[config.mk]
export PLATFORM = sky130hd
export DESIGN_NAME = running_mean_variance_minmax
export DESIGN_NICKNAME = d
export VERILOG_FILES = /design/src/hw/rtl/rmvm_pkg.sv /design/src/hw/rtl/rmvm_unit.sv /design/src/hw/rtl/running_mean_variance_minmax.sv
export VERILOG_INCLUDE_DIRS = /design/src /design/src/hw/rtl
export SDC_FILE = /design/constraint.sdc
export NUM_CORES = 2
export LEC_CHECK = 0
export ABC_AREA = 0
export BUFFER_PORTS_ARGS = -buffer_cell sky130_fd_sc_hd__clkbuf_2
export CAP_MARGIN = 20
export CORE_ASPECT_RATIO = 1.2
export CORE_MARGIN = 3
export CORE_UTILIZATION = 40
export CTS_CLUSTER_DIAMETER = 100
export DETAILED_ROUTE_END_ITERATION = 8
export PLACE_DENSITY = 0.55
export SLEW_MARGIN = 20
export SYNTH_ARGS = -nofsm -noshare
export SYNTH_HDL_FRONTEND = slang
export SYNTH_SLANG_ARGS = --single-unit
[constraint.sdc]
create_clock -name clk -period 25.7 [get_ports clk]
set_input_delay 7.71 -clock clk [delete_from_list [all_inputs] [get_ports clk]]
set_output_delay 7.71 -clock clk [all_outputs]
set_load 0.005 [all_outputs]
[src/hw/rtl/running_mean_variance_minmax_assert.svh]
// Assertion macros for the running statistics block.
`ifndef RUNNING_MEAN_VARIANCE_MINMAX_ASSERT_SVH
`define RUNNING_MEAN_VARIANCE_MINMAX_ASSERT_SVH
// Implication checked on every edge outside reset.
`define RMV_ASSERT_IMP(label, ante, cons, msg) \
  label: assert property (@(posedge clk) disable iff (rst) (ante) |-> (cons)) \
    else $error(msg);
// Next-cycle implication.
`define RMV_ASSERT_NEXT(label, ante, cons, msg) \
  label: assert property (@(posedge clk) disable iff (rst) (ante) |=> (cons)) \
    else $error(msg);
`endif

[src/hw/rtl/rmvm_pkg.sv]
// Package: types and constants of the running statistics block.
package rmvm_pkg;
  localparam int CountWidth = 32;
  localparam int FracBits = 16;

  typedef struct packed {
    logic signed [31:0] sample;
    logic restart;
  } rmvm_in_t;

  typedef struct packed {
    logic signed [31:0] mean_out;
    logic [47:0] variance_out;
    logic [31:0] stddev_out;
    logic signed [31:0] max_out;
    logic signed [31:0] min_out;
    logic [31:0] count_out;
  } rmvm_out_t;

  typedef enum logic [3:0] {
    ST_IDLE, ST_DIV1, ST_MEAN, ST_MUL, ST_ACC, ST_DIV2, ST_VSAT, ST_SQRT, ST_OUT
  } rmvm_state_t;

  typedef enum logic [1:0] {
    OP_DIV, OP_MUL, OP_SQRT
  } rmvm_op_t;

  typedef struct packed {
    logic start;
    rmvm_op_t op;
  } rmvm_cmd_t;
endpackage

[src/hw/rtl/rmvm_unit.sv]
// Shared iterative unit: unsigned divide, multiply-shift and square root, one bit per cycle.
module rmvm_unit import rmvm_pkg::*; (
  input  logic        clk,
  input  logic        rst,
  input  rmvm_cmd_t   cmd,
  input  logic [63:0] opa,
  input  logic [63:0] opb,
  output logic        done,
  output logic [63:0] res
);
  rmvm_op_t op;
  logic busy;
  logic [6:0] cnt;
  logic [71:0] acc;
  logic [127:0] prod;
  logic [63:0] bval;
  logic [71:0] rem;
  logic [71:0] rad;
  logic [71:0] root;
  logic [72:0] rem_sh;
  logic [72:0] trial;
  logic [73:0] srem;
  logic [73:0] strial;

  always_comb begin
    rem_sh = {rem, acc[71]};
    trial = {9'd0, bval};
    srem = {rem[71:0], rad[71:70]};
    strial = {root, 2'b01};
  end

  always_ff @(posedge clk) begin
    if (rst) begin
      busy <= 1'b0;
      done <= 1'b0;
    end else begin
      done <= !cmd.start && busy && (cnt == 7'd1);
      if (cmd.start) begin
        busy <= 1'b1;
        op <= cmd.op;
        bval <= opb;
        rem <= '0;
        root <= '0;
        prod <= '0;
        acc <= {8'd0, opa};
        rad <= {opa, 8'd0} << (FracBits - 8);
        unique case (cmd.op)
          OP_DIV: cnt <= 7'd72;
          OP_MUL: cnt <= 7'd64;
          default: cnt <= 7'd36;
        endcase
      end else if (busy) begin
        unique case (op)
          OP_DIV: begin
            if (rem_sh >= trial) begin
              rem <= 72'(rem_sh - trial);
              acc <= {acc[70:0], 1'b1};
            end else begin
              rem <= rem_sh[71:0];
              acc <= {acc[70:0], 1'b0};
            end
          end
          OP_MUL: begin
            prod <= {prod[126:0], 1'b0} + (bval[63] ? {64'd0, acc[63:0]} : 128'd0);
            bval <= {bval[62:0], 1'b0};
          end
          default: begin
            rad <= {rad[69:0], 2'b00};
            if (srem >= strial) begin
              rem <= 72'(srem - strial);
              root <= {root[70:0], 1'b1};
            end else begin
              rem <= srem[71:0];
              root <= {root[70:0], 1'b0};
            end
          end
        endcase
        cnt <= cnt - 7'd1;
        if (cnt == 7'd1) begin
          busy <= 1'b0;
        end
      end
    end
  end

  logic [127:0] psh;
  always_comb begin
    psh = prod >> FracBits;
    unique case (op)
      OP_DIV: res = acc[63:0];
      OP_MUL: res = (psh[127:64] != 64'd0) ? {64{1'b1}} : psh[63:0];
      default: res = (root[71:32] != 40'd0) ? 64'h0000_0000_FFFF_FFFF : {32'd0, root[31:0]};
    endcase
  end
endmodule

[src/hw/rtl/running_mean_variance_minmax.sv]
// Top level: Welford running mean, variance, stddev, max and min.
// channel | dir | payload    | handshake
// in      | in  | rmvm_in_t  | in_valid / in_stall
// out     | out | rmvm_out_t | out_valid / out_stall
// An item runs two 72-step divides, a 64-step multiply and
// a 36-step square root, all run one after the other in the shared unit.
// Restart items and first items skip both divides and the multiply.
// in_stall is high from acceptance until the result register is free again.
// Reset clears the statistics to zero; an out stall holds the result beat.
`include "running_mean_variance_minmax_assert.svh"
module running_mean_variance_minmax import rmvm_pkg::*; (
  input  logic      clk,
  input  logic      rst,
  input  logic      in_valid,
  output logic      in_stall,
  input  rmvm_in_t  in_data,
  output logic      out_valid,
  input  logic      out_stall,
  output rmvm_out_t out_data
);
  localparam logic [CountWidth-1:0] CntMax = '1;

  rmvm_state_t state, state_next;
  logic [CountWidth-1:0] count;
  logic signed [63:0] mean;
  logic [63:0] ssd;
  logic signed [31:0] vmax, vmin;
  logic signed [63:0] x, d1;
  logic [63:0] var_r;
  rmvm_cmd_t cmd;
  logic [63:0] opa, opb, res;
  logic done;

  rmvm_unit u_unit (.clk, .rst, .cmd, .opa, .opb, .done, .res);

  logic signed [63:0] d2;
  logic [63:0] ad1, ad2;
  logic same_sign;
  logic [63:0] count64;
  always_comb begin
    d2 = x - mean;
    ad1 = d1[63] ? 64'(-d1) : d1;
    ad2 = d2[63] ? 64'(-d2) : d2;
    same_sign = !((d1 < 0 && d2 > 0) || (d1 > 0 && d2 < 0));
    count64 = 64'(count);
  end

  assign in_stall = (state != ST_IDLE) || out_valid;

  always_ff @(posedge clk) begin
    if (rst) state <= ST_IDLE;
    else state <= state_next;
  end

  always_comb begin
    state_next = state;
    cmd = '{start: 1'b0, op: OP_DIV};
    opa = '0;
    opb = '0;
    unique case (state)
      ST_IDLE: if (in_valid && !in_stall) state_next = ST_DIV1;
      ST_DIV1: begin
        if (count == CountWidth'(1)) state_next = ST_DIV2;
        else begin
          cmd = '{start: 1'b1, op: OP_DIV};
          opa = ad1;
          opb = count64;
          state_next = ST_MEAN;
        end
      end
      ST_MEAN: if (done) state_next = ST_MUL;
      ST_MUL: begin
        cmd = '{start: 1'b1, op: OP_MUL};
        opa = ad1;
        opb = ad2;
        state_next = ST_ACC;
      end
      ST_ACC: if (done) state_next = ST_DIV2;
      ST_DIV2: begin
        if (count < CountWidth'(2)) state_next = ST_VSAT;
        else begin
          cmd = '{start: 1'b1, op: OP_DIV};
          opa = ssd;
          opb = count64 - 64'd1;
          state_next = ST_VSAT;
        end
      end
      ST_VSAT: if (done || count < CountWidth'(2)) begin
        cmd = '{start: 1'b1, op: OP_SQRT};
        opa = (count < CountWidth'(2)) ? 64'd0 :
              (res > 64'hFFFF_FFFF_FFFF) ? 64'hFFFF_FFFF_FFFF : res;
        state_next = ST_SQRT;
      end
      ST_SQRT: if (done) state_next = ST_OUT;
      ST_OUT: state_next = ST_IDLE;
      default: state_next = ST_IDLE;
    endcase
  end

  logic [63:0] mag;
  logic signed [63:0] q;
  always_comb begin
    mag = res;
    q = d1[63] ? 64'(-mag) : mag;
  end

  always_ff @(posedge clk) begin
    if (rst) begin
      count <= '0;
      mean <= '0;
      ssd <= '0;
      vmax <= '0;
      vmin <= '0;
      out_valid <= 1'b0;
    end else begin
      if (out_valid && !out_stall) out_valid <= 1'b0;
      unique case (state)
        ST_IDLE: if (in_valid && !in_stall) begin
          x <= 64'(in_data.sample);
          if (in_data.restart || count == '0) begin
            count <= CountWidth'(1);
            mean <= 64'(in_data.sample);
            ssd <= '0;
            vmax <= in_data.sample;
            vmin <= in_data.sample;
          end else begin
            if (count != CntMax) count <= count + CountWidth'(1);
            d1 <= 64'(in_data.sample) - mean;
            if (in_data.sample > vmax) vmax <= in_data.sample;
            if (in_data.sample < vmin) vmin <= in_data.sample;
          end
        end
        ST_MEAN: if (done) mean <= mean + q;
        ST_ACC: if (done && same_sign)
          ssd <= (ssd > ~res) ? {64{1'b1}} : ssd + res;
        ST_VSAT: if (done || count < CountWidth'(2))
          var_r <= (count < CountWidth'(2)) ? 64'd0 :
                   (res > 64'hFFFF_FFFF_FFFF) ? 64'hFFFF_FFFF_FFFF : res;
        ST_SQRT: if (done) begin
          out_data.mean_out <= mean[31:0];
          out_data.variance_out <= var_r[47:0];
          out_data.stddev_out <= res[31:0];
          out_data.max_out <= vmax;
          out_data.min_out <= vmin;
          out_data.count_out <= count[31:0];
          out_valid <= 1'b1;
        end
        default: ;
      endcase
    end
  end

  `RMV_ASSERT_IMP(a_no_accept_busy, state != ST_IDLE, in_stall, "accepted while busy")
  `RMV_ASSERT_NEXT(a_hold_out, out_valid && out_stall, out_valid && $stable(out_data),
    "result beat dropped")
  `RMV_ASSERT_IMP(a_order, vmax < vmin, state != ST_IDLE, "max below min")
  `RMV_ASSERT_IMP(a_cmd_state, cmd.start, state != ST_IDLE && state != ST_OUT,
    "unit started out of sequence")
endmodule

# Word-level counts from Yosys, hierarchy flattened
# Index checks and enable logic that the tools add are counted.
[totals] inputBits=37 word_cells=193 ff_bits=1072 out_inout_bits=210
[classes] n_bitwise=3 n_lt_le_gt_ge=11 n_eq_ne=21 reduce_logical=47 addsub=13 n_mux=70
[ops] op="$mux W64" n=22
[ops] op="$mux W72" n=10
[ops] op="$pmux W64 S2" n=3
[ops] op="$mux W128" n=2
[ops] op="$mux W32" n=8
[ops] op="$pmux W64 S4" n=1
[ops] op="$neg A64 Y64" n=3
[ops] op="$pmux W64 S3" n=1
[ops] op="$pmux W72 S2" n=1
[ops] op="$add A128 B128 Y128" n=1
[ops] op="$add A64 B64 Y64" n=2
[ops] op="$gt A64 B1 Y1 const B" n=2
[ops] op="$lt A64 B1 Y1 const B" n=2
[ops] op="$sub A32 B64 Y64" n=2
[ops] op="$ge A74 B74 Y1" n=1
[ops] op="$ge A73 B64 Y1" n=1
[ops] op="$sub A72 B64 Y72" n=1
[ops] op="$sub A72 B72 Y72" n=1
[ops] op="$gt A64 B48 Y1 const B" n=1
[ops] op="$gt A64 B64 Y1" n=1
[ops] op="$not A64 Y64" n=1
[ops] op="$reduce_bool A64 Y1" n=1
[ops] op="$reduce_bool A40 Y1" n=1
[ops] op="$sub A32 B1 Y33 const B" n=1
[ops] op="other kinds (35)" n=95

# Longest topological paths before layout
[depth] word_depth=9 ltp_mapped=33 mapped_depth_nobuf=29

# Modules after synthesis
# Synthesis repeated with hierarchy kept, for this count alone.
[unflattened] cells_unflattened=9036 hier_area_um2=78572.9
[modules_own_cells] mod="running_mean_variance_minmax" cells_each=4902 area_per_inst_um2=42948.7 seq_area_each_um2=15154.5 instances=1
[modules_own_cells] mod="rmvm_unit" cells_each=4134 area_per_inst_um2=35624.2 seq_area_each_um2=14243.7 instances=1

# Least setup slack after synthesis
# No wires, ideal clock.
[synth_timing] path_kind="input port to flip-flop" start="in rst" end="reg out_data[0] in the netlist's numbering (enable)" t_required_ns=24.667 setup_time_ns=1.033 cell_stages=3 slack_ns=2.510 t_arrival_ns=22.157 n_path_buf=2 cell_sequence="clkbuf_1 -> clkbuf_1 -> nor3_1"
[synth_between] elab_chain_cells=2
[synth_rtl] element="start, declared" line="running_mean_variance_minmax.sv:13" rtl="input logic rst,"
[synth_rtl] element="$not A1 Y1 (no line)"
[synth_rtl] element="$reduce_and A3 Y1 (no line)"
[synth_rtl] element="end, declared" line="running_mean_variance_minmax.sv:19" rtl="output rmvm_out_t out_data"
# Every way passes these cells.
# A chain may end at the register's enable or synchronous reset.

# Worst setup path in the final report
[layout_timing] start="in in_data[1] in the netlist's numbering" end="reg d1[62], data pin"
[layout_between] elab_chain_cells=1
[layout_rtl] element="start, declared" line="running_mean_variance_minmax.sv:16" rtl="input rmvm_in_t in_data,"
[layout_rtl] element="$sub A32 B64 Y64" line="running_mean_variance_minmax.sv:128" rtl="d1 <= 64'(in_data.sample) - mean;"
[layout_rtl] element="end signal, assigned" line="running_mean_variance_minmax.sv:128"
[layout_rtl] element="end, declared" line="running_mean_variance_minmax.sv:28" rtl="logic signed [63:0] x, d1;"
# Every way passes these cells.

==> results.sh <==
export IMPL_status="finished with violations"
export IMPL_violations="design-rule violations"
export IMPL_grt_pass1_vias=66800
export IMPL_synth_top_family_by_area="compound AO/OA/AOI/OAI gates"
export IMPL_htree_levels=3
export IMPL_layoutNonFillerInstCount=11400
export IMPL_yosys_area_share_simple_pct=16.9
export IMPL_cts_buffer_depth=3
export IMPL_max_freq_ghz=0.0882
export IMPL_min_path_cells=0
export IMPL_worstReg2RegStart="u_unit.prod[82]"
export IMPL_cts_tree="yes"
export IMPL_skew_ns=0.0493
export IMPL_synth_seq_area_share_pct=38.2
export IMPL_dp_final_hpwl_um=236000
export IMPL_drt_wl_total_um=303000
export IMPL_fin_crit_sh_pct=44.1
export IMPL_synth_cell_types=106
export IMPL_synth_edf_count=825
export IMPL_port_buffers=246
export IMPL_hold_path_end="out_data[167]"
export IMPL_antenna_found_initial=11
export IMPL_async_flop_share_pct=0
export IMPL_drt_vias_per_instance=6.05
export IMPL_min_delay_start="var_r[39]"
export IMPL_post_cts_buffers=0
export IMPL_overflow=0
export IMPL_die_area_um2=198000
export IMPL_drc=1
export IMPL_final_common_cell="nand2_1"
export IMPL_grt_usage_pct=29.8
export IMPL_syn_inst=8767
export IMPL_r2r_slack_ns=15.67
export IMPL_num_vias=69000
export IMPL_grt_max_degree=142
export IMPL_start_kind="primary input"
export IMPL_end_kind="flop"
export IMPL_place_inst=11200
export IMPL_r2r_cells=25
export IMPL_pwr_density_cell_nw_per_um2=85.3
export IMPL_cts_buffers_inserted=119
export IMPL_grt_pass1_wl_um=442000
export IMPL_drive_above_1_share_pct=7.88
export IMPL_fillCellCount=18900
export IMPL_clkSinkCount=1056
export IMPL_cts_root_buffer_cell="clkbuf_16"
export IMPL_setup_viol=0
export IMPL_synth_main_ff_cell="edfxtp_1"
export IMPL_cp_required_ns=26.20
export IMPL_synth_compound_area_share_pct=22.6
export IMPL_die_y_um=487
export IMPL_ys_warnings_count=0
export IMPL_clk_latency_ns=0.79
export IMPL_synth_xor_area_share_pct=7.60
export IMPL_area_growth_syn_to_layout_pct=10.5
export IMPL_holdBufCountCts=0
export IMPL_path_class="primary input to flop"
export IMPL_synthAdderAreaFrac_pct=8.82
export IMPL_ir_drop_mv=0.0638
export IMPL_fin_setup_tns_ns=0
export IMPL_ant_nets=0
export IMPL_slew_headroom_pct=12.2
export IMPL_hold_class="flop to flop"
export IMPL_fp_row_count=175
export IMPL_fin_util_pct=44.7
export IMPL_period_needed_ns=11.34
export IMPL_die_x_um=407
export IMPL_ys_seq_elements=1056
export IMPL_setup_ws_ns=14.36
export IMPL_core_area_um2=190000
export IMPL_drv_cap=0
export IMPL_cts_reportedPaths_clkPinSlew_ns=0.06
export IMPL_netlist_area_um2=77100
export IMPL_routedWlPerCell_um=26.6
export IMPL_hold_viol_final=0
export IMPL_nets=9386
export IMPL_layout_common_cells="nand2_1 (847), edfxtp_1 (825), nor2_1 (756)"
export IMPL_cts_resized=0
export IMPL_tightest_slew_ns=1.32
export IMPL_timing_rr_end="mean[57]"
export IMPL_muxShareOfSynthArea_pct=1.16
export IMPL_initial_core_util_pct=40.4
export IMPL_avgSynthCellArea_um2=8.79
export IMPL_dr_pass1_iters=9
export IMPL_pre_cts_ws_ns=13.69
export IMPL_slew_viol_final=0
export IMPL_critPathMaxFanout=6
export IMPL_arrival_ns=11.84
export IMPL_io_pins=247
export IMPL_drtIter0Drc=6989
export IMPL_syn_nets=9342
export IMPL_p_leak_nw=33.5
export IMPL_rsz0062_at_grt="false"
export IMPL_gp_congestion=0.990
==> power breakdown <==
| part | total, W | switching [W] | internal, W |
|---|---|---|---|
| clock | 0.00189 | 0.000779 | 0.00111 |
| sequential | 0.00230 | 0.000182 | 0.00212 |
| combinational | 0.00307 | 0.00199 | 0.00109 |
| total | 0.00726 | 0.00295 | 0.00431 |
==> registers in the layout (all words and copies together) (netlist names) <==
register     cells
u_unit.prod    128
x               32
vmin            32
vmax            32
u_unit.bval     64
ssd             64
out_valid        1
state            4
var_r           48
out_data       208
u_unit.cnt       7
d1              64
u_unit.rad      56
u_unit.root     72
mean            64
u_unit.done      1
count           32
u_unit.rem      72
u_unit.acc      72
u_unit.op        2
u_unit.busy      1
==> critical path, cell delays in order <==
cell      delay (ns)
clkbuf_2        0.16
inv_1           0.12
ha_1            0.19
fa_1            0.22
nor2b_1         0.05
o21ai_0         0.24
a21oi_1         0.14
o21ai_0         0.56
o31a_1          0.39
nand2_1         0.14
a21oi_1         0.41
o221ai_1        0.27
a41o_1          0.40
a31o_2          0.28
a31oi_1         0.24
o21ai_0         0.14
xor2_1          0.16
==> worst max-delay path by stage <==
stage / startpoint / end / slack [ns] / cells past startpoint
3_5_place_dp: in_data[1] / d1[62] / 13.69 / 17
5_1_grt: in_data[21] / d1[63] / 14.09 / 15
4_1_cts: in_data[1] / d1[44] / 14.51 / 17
2_1_floorplan: rst / out_data[0] / 2.51 / 3
6_report: in_data[1] / d1[62] / 14.36 / 17
3_3_place_gp: in_data[1] / d1[62] / 13.68 / 17
==> through the flow <==
| step | instance area (um^2) | hold WS [ns] | power (W) |
|---|---|---|---|
| floorplan | 77100 | 0.400 | 0.00443 |
| global placement | 80800 | 0.403 | 0.00534 |
| detailed placement | 80800 | 0.405 | 0.00536 |
| CTS | 85000 | 0.418 | 0.00726 |
| global route | 85100 | 0.428 | 0.00766 |
| finish | 85100 | 0.417 | 0.00726 |
==> cell families after synthesis <==
kind of cell | Yosys count
AO/OA/AOI/OAI | 2706
buffers and inverters | 962
XOR/XNOR | 669
adder cells (fa/ha/maj) | 540
multiplexers | 89
flip-flops | 1056
AND/OR/NAND/NOR | 2745
==> synthesized netlist by cell type, drive strengths merged, types with 24 or more instances <==
master / n / share of area (%)
nor2: 763 / 3.7
o22ai: 37 / 0.31
or3: 72 / 0.58
and2: 118 / 0.96
nand3: 176 / 1.2
buf: 52 / 0.39
or2: 37 / 0.30
nand2: 851 / 4.1
o21a: 79 / 0.77
dfxtp: 231 / 6.0
a221oi: 24 / 0.27
a21oi: 745 / 4.9
and3: 76 / 0.62
o211ai: 101 / 0.98
o31ai: 70 / 0.68
or4: 24 / 0.24
edfxtp: 825 / 32
ha: 532 / 8.6
nor4: 106 / 0.92
a21o: 338 / 3.3
mux2i: 89 / 1.2
o221ai: 24 / 0.27
o21bai: 82 / 0.80
xor2: 220 / 2.5
clkbuf: 401 / 2.0
a222oi: 52 / 0.68
a31oi: 81 / 0.66
nor2b: 66 / 0.54
xnor2: 449 / 5.1
a211oi: 191 / 1.9
nand4: 149 / 1.2
nand2b: 79 / 0.64
o21ai: 627 / 4.1
inv: 508 / 2.5
nor3: 170 / 1.1
==> routing by layer <==
metal | up-vias | GRT usage, % | wire length, um
met5 | - | 0 | 34
met4 | 4 | 17.3 | 20400
met3 | 538 | 4.10 | 19700
met2 | 2556 | 49.8 | 143000
met1 | 33600 | 36.8 | 121000
li1 | 32300 | - | -
==> cell type report <==
cell class	instances	area, um^2	share of cell area [%]
Clock buffer	154	3330	3.92
Multi-Input combinational cell	6749	44200	51.9
Antenna cell	4	10.0	0.0118
Timing Repair Buffer	376	2230	2.62
Inverter	509	1910	2.24
Tap cell	2478	3100	3.64
Sequential cell	1056	29400	34.5
Clock inverter	72	940	1.10
(Power assumes the default switching activity.)
